--- config.mk ---
export PLATFORM = sky130hd
export DESIGN_NAME = jmfi_divider
export DESIGN_NICKNAME = d
export VERILOG_FILES = /design/src/hw/rtl/assert_macros.svh /design/src/hw/rtl/jmfi_pkg.sv /design/src/hw/rtl/jmfi_divider.sv
export SDC_FILE = /design/constraint.sdc
export NUM_CORES = 1
export LEC_CHECK = 0
export BUFFER_PORTS_ARGS = -buffer_cell sky130_fd_sc_hd__buf_2
export CORE_MARGIN = 4
export CORE_UTILIZATION = 35
export DETAILED_ROUTE_END_ITERATION = 10
export GPL_ROUTABILITY_DRIVEN = 1
export HOLD_SLACK_MARGIN = 0.1
export PLACE_DENSITY = 0.55
export SYNTH_ARGS = -nofsm -noshare
export SYNTH_HDL_FRONTEND = slang
export SYNTH_SLANG_ARGS = --single-unit
--- constraint.sdc ---
create_clock -name clk -period 18.3 [get_ports clk]
set_clock_uncertainty 0.2 [all_clocks]
set_input_delay 3.66 -clock clk [delete_from_list [all_inputs] [get_ports clk]]
set_output_delay 3.66 -clock clk [all_outputs]
set_load 0.1 [all_outputs]
--- src/hw/rtl/assert_macros.svh ---
// Assertion helpers used by the RTL
`ifndef ASSERT_MACROS_SVH
`define ASSERT_MACROS_SVH

// Implication checked on every clock edge outside reset
`define ASSERT_IMPLIES(label, clk, rst, ante, cons) \
  label: assert property (@(posedge clk) disable iff (rst) (ante) |-> (cons)) \
    else $error("assertion failed");

// Implication whose consequent is checked in the cycle after the antecedent
`define ASSERT_NEXT(label, clk, rst, ante, cons) \
  label: assert property (@(posedge clk) disable iff (rst) (ante) |=> (cons)) \
    else $error("assertion failed");

`endif

--- src/hw/rtl/jmfi_pkg.sv ---
`timescale 1ns / 1ps
package jmfi_pkg;
  localparam int NUM_COMP = 8;
  localparam int COMP_W = 32;
  localparam int FREQ_W = 32;
  localparam int DEPTH_DEFAULT = 256;
  localparam int COUNT_W = 9;

  localparam logic [1:0] STATUS_OK    = 2'd0;
  localparam logic [1:0] STATUS_BELOW = 2'd1;
  localparam logic [1:0] STATUS_ABOVE = 2'd2;

  localparam logic MODE_LOAD  = 1'b0;
  localparam logic MODE_QUERY = 1'b1;

  typedef struct packed {
    logic start;
    logic busy;
    logic done;
  } div_ctl_t;
endpackage

--- src/hw/rtl/jmfi_divider.sv ---
`timescale 1ns / 1ps
// Unsigned restoring divider, one quotient bit per cycle: 64-bit dividend,
// 32-bit divisor, 64-bit quotient
module jmfi_divider import jmfi_pkg::*; (
  input  logic        clk,
  input  logic        rst,
  input  logic        start,
  input  logic [63:0] dividend,
  input  logic [31:0] divisor,
  output div_ctl_t    ctl,
  output logic [63:0] quotient
);
  logic [32:0] rem;
  logic [63:0] quo;
  logic [31:0] dsr;
  logic [6:0]  cnt;
  logic        busy;
  logic        done;
  logic [32:0] trial;

  assign trial = {rem[31:0], quo[63]} - {1'b0, dsr};

  always_ff @(posedge clk) begin
    if (rst) begin
      busy <= 1'b0;
      done <= 1'b0;
      cnt  <= '0;
    end else begin
      done <= 1'b0;
      if (start && !busy) begin
        busy <= 1'b1;
        cnt  <= 7'd64;
        rem  <= '0;
        quo  <= dividend;
        dsr  <= divisor;
      end else if (busy) begin
        if (!trial[32]) begin
          rem <= trial;
          quo <= {quo[62:0], 1'b1};
        end else begin
          rem <= {rem[31:0], quo[63]};
          quo <= {quo[62:0], 1'b0};
        end
        cnt <= cnt - 7'd1;
        if (cnt == 7'd1) begin
          busy <= 1'b0;
          done <= 1'b1;
        end
      end
    end
  end

  assign quotient  = quo;
  assign ctl.start = start;
  assign ctl.busy  = busy;
  assign ctl.done  = done;
endmodule

# ---- Word-level counts from Yosys, hierarchy flattened
# Index checks and enable logic that the tools add are counted.
dict set report op_classes {
  add_sub_neg 2
  n_eq_ne 1
  mux 11
  bitwise_logic 2
  n_reduce_logical 7
}
# cell count
set op_table {}
lappend op_table {{2-to-1 mux 64 bit} 2}
lappend op_table {{2-to-1 mux 32 bit} 2}
lappend op_table {{subtractor 33 x 32 -> 33 bit} 1}
lappend op_table {{2-to-1 mux 7 bit} 2}
lappend op_table {{equality test 7 x 1 -> 1 bit, second input constant} 1}
lappend op_table {{subtractor 7 x 1 -> 7 bit, second input constant} 1}
lappend op_table {{2-to-1 mux 1 bit} 5}
lappend op_table {{AND reduction 2 bit} 2}
lappend op_table {{OR reduction 3 bit} 1}
lappend op_table {{NOT 1 bit} 2}
lappend op_table {{nonzero test 2 bit} 1}
lappend op_table {{OR reduction 2 bit} 1}
lappend op_table {{logical AND 1 bit} 1}
lappend op_table {{logical NOT 1 bit} 1}
dict set report totals {
  ff_bits 137
  input_bits 99
  output_inout_bits 67
  word_cells 30
}

# ---- Logic depth before layout (Yosys ltp)
dict set report logic_depth {
  depth_word 4
  depth_mapped 13
  depth_no_buf 12
}

# ---- Least setup slack after synthesis
# OpenSTA, ideal clock, no wires.
dict set report synth_path {
  kind {input-to-reg}
  start {input start}
  end {register quo[0] (netlist: quotient[0]) (enable)}
  setup_ns 0.551
  arrival_ns 7.709
  required_ns 17.549
  path_slack_ns 9.840
  path_stages 2
  path_buffers 0
  cell_sequence {nor2_1 nor2_1}
}
dict set report synth_between {
  elab_chain_cells 3
}
# item line
set synth_lines {}
lappend synth_lines {{from (decl)} jmfi_divider.sv:7} ;# input logic start,
lappend synth_lines {{logical AND 1 bit} jmfi_divider.sv:30} ;# if (start && !busy) begin
lappend synth_lines {{nonzero test 2 bit (no line)} n/a}
lappend synth_lines {{AND reduction 2 bit (no line)} n/a}
lappend synth_lines {{to (signal assigned)} jmfi_divider.sv:34} ;# quo <= dividend;
lappend synth_lines {{to (signal assigned)} jmfi_divider.sv:39} ;# quo <= {quo[62:0], 1'b1};
lappend synth_lines {{to (signal assigned)} jmfi_divider.sv:42} ;# quo <= {quo[62:0], 1'b0};
lappend synth_lines {{to (decl)} jmfi_divider.sv:14} ;# logic [63:0] quo;
# Every way passes these cells.
# A chain may end at the register's enable or synchronous reset.

# ---- Final worst setup path
dict set report layout_path {
  start {input start}
  end {output ctl[2] (netlist bit)}
}
# item line
set layout_rtl {}
lappend layout_rtl {{to (decl)} jmfi_divider.sv:10} ;# output div_ctl_t ctl,
# No word-level cell between the ends.

==> metrics.yaml <==
holdBufCountCts: 0
synthToLayoutAreaGrowth_pct: 22.3
power.static_leakage_nw: 4.04
postRouteWirelength_um: 18800
ir_drop_mv: 0.0609
timing.max_cap.violations: 0
die_w_um: 154
synth_cell_types: 58
crit_family: "buffers and inverters"
grt_start_max_net_pins: 71
io_buffer_count: 165
ys_async_sr_fraction_pct: 0
post-cts-setup-buffer-count: 0
area_leader_netlist: "sky130_fd_sc_hd__edfxtp_1"
gp_congestion: 0.789
critical_path_class: "input pin to output port"
critPathSlowestCell: "sky130_fd_sc_hd__buf_2"
postSynth.topFlopCell: "sky130_fd_sc_hd__edfxtp_1"
site_row_count: 53
grt.overflow.total: 0
slew_viol_final: 0
clockBufferDepth: 2
ctsResizeCount: 0
layout.cells.non_filler: 1203
max_slew_margin_pct: 24.3
clock_tree.htree_level_count: 4
first_global_vias: 5908
ff_latch_area_um2: 4020
routed-via-count: 5885
nNetsFinal: 1048
gr-usage-all-layers_pct: 16.0
dp.cells: 1170
fin_setup_tns_ps: 0
syn_inst: 764
final_period_minus_worst_setup_slack_ps: 8070
finalPower_mw: 1.03
drc: 0
wire_length_of_the_first_global_routing_pass_um: 30500
synth_top_area_share_pct: 51.8
nFillCells: 2093
post_drt_via_cell_ratio: 4.89
hold_viol: 0
path_clk_slew_ps: 70
worstPathBufferInverterCount: 2
critical-path-max-stage-delay_ps: 430
wire_per_inst_um: 15.6
worst_path_fanout_max: 4
initial_antenna_violation_count: 3
critPathCaptureType: "output port"
detailed_place_hpwl_um: 12900
synth-warning-count: 0
ys_seq_area_share_pct: 54.2
floorplan.die_area_um2: 23600
fmax_ghz: 0.124
ys_top_cells_by_count: "sky130_fd_sc_hd__nand2_1 (217), sky130_fd_sc_hd__edfxtp_1 (128), sky130_fd_sc_hd__nor2_1 (71)"
fp.dieH_um: 154
cpMostUsedCell: "sky130_fd_sc_hd__buf_2"
synthesis.nets: 898
clock_tree_from_tritoncts: "done"
clock-sinks: 137
worst-endpoint-arrival_ps: 4210
number_of_enable_flip_flop_cells_after_synthesis: 128
ioPinCount: 166
firstDrtPassIters: 4
hold_class: "register to register"
critical_path.cell_chain: "buf_2 -> buf_2"
placeableCoreArea_um2: 21000
post_synthesis_cell_area_um2: 7420
min_period_over_period_pct: 44.1
synth_most_common_cell: "sky130_fd_sc_hd__nand2_1"
synth_area_leaders: "sky130_fd_sc_hd__edfxtp_1 (52%), sky130_fd_sc_hd__nand2_1 (11%), sky130_fd_sc_hd__ha_1 (5.7%)"
ratio_of_cells_with_drive_above_1_in_the_final_layout_pct: 23.0
yosys_register_bits: 137
worst-endpoint-required_ps: 14440
start_util_pct: 35.4
detail_route.iter0.violations: 269
worst_skew_pair.late_latency_ps: 420
worst_slew_pin_tran_ps: 1130
cts_made_buffers: 17
pwr_density_cell_nw_per_um2: 114
setup_repair_after_global_routing_missed_its_margin: "no"
ant_nets: 0
cts_root_buffer: "sky130_fd_sc_hd__clkbuf_16"
setup.reg_to_reg.worst_slack_ps: 14050
area_of_the_multi_input_gates_um2: 3090
syn_area_per_cell_um2: 9.71
run_status: "finished, final reports clean"
cp-start-kind: "input pin"
finalSetupViolations: 0
per-layer routing:
metal	routed length (um)	vias up	global-route usage, %
met4	135	4	3.41
met1	8260	2760	19.7
li1	-	2929	-
met3	1670	12	7.57
met2	8720	180	25.9
met5	27	-	0
path summary, 6_finish.rpt:
path	end	start	cells past startpoint
worst max-delay path	ctl[2]	start	2
worst min-delay path	done$_SDFF_PP0_	cnt[6]$_SDFFE_PP0N_	1
worst max register to register	rem[29]$_SDFFCE_PP0P_	quotient[63]$_DFFE_PP_	11
worst min register to register	done$_SDFF_PP0_	cnt[6]$_SDFFE_PP0N_	1
layout make-up:
type / instances / area share [%]
Sequential cell: 137 / 44.3
Multi-Input combinational cell: 547 / 34.1
Timing Repair Buffer: 168 / 9.34
Clock buffer: 18 / 4.73
Tap cell: 275 / 3.79
Clock inverter: 14 / 1.94
Inverter: 43 / 1.78
Antenna cell: 1 / 0.0276
power by group:
part / internal [mW] / switching (mW)
Clock: 0.208 / 0.156
Combinational: 0.0823 / 0.194
Sequential: 0.379 / 0.0145
Total: 0.669 / 0.364
cell usage in the layout, fill, tap and decap left out, drive strengths merged, types with 5 or more instances in the layout:
cell | netlist | final
inv | 43 | 52
edfxtp | 128 | 128
clkbuf | 26 | 18
xor2 | 16 | 16
a21oi | 51 | 51
ha | 34 | 34
o211ai | 6 | 6
mux2i | 10 | 10
xnor2 | 14 | 14
nand3 | 8 | 8
and2 | 7 | 7
o21ai | 26 | 26
nor2 | 71 | 71
buf | 11 | 168
o21a | 5 | 5
nor3 | 7 | 7
a21o | 10 | 10
nand2b | 8 | 8
dfxtp | 9 | 9
nor2b | 7 | 7
nand2 | 218 | 218
nand4 | 5 | 5
flip-flops by register name, indices dropped and copies added (netlist names):
register / cells
busy: 1
dsr: 32
rem: 32
cnt: 7
done: 1
quotient: 64
cell families (layout without fill, tap and decap cells):
logic type / count (synthesis) / count (layout) / share of synthesized area, %
adder cells (fa/ha/maj): 35 / 35 / 6.00
other: 0 / 1 / 0
multiplexers: 10 / 10 / 1.35
buffers and inverters: 80 / 243 / 4.43
flip-flops: 137 / 137 / 54.2
AND/OR/NAND/NOR: 346 / 346 / 19.5
AO/OA/AOI/OAI: 126 / 126 / 10.9
XOR/XNOR: 30 / 30 / 3.54
per-stage QoR:
step / area [um2] / utilization [%] / hold slack, ps / worst slack (ps)
after global placement: 8470 / 40.4 / 282 / 10240
final: 9080 / 43.3 / 292 / 10240
after global routing: 9080 / 43.3 / 338 / 10210
after CTS: 9080 / 43.3 / 292 / 10230
after detailed placement: 8470 / 40.4 / 282 / 10230
after floorplan: 7420 / - / 243 / 9840
No activity file was read; power rests on OpenSTA's default activity.
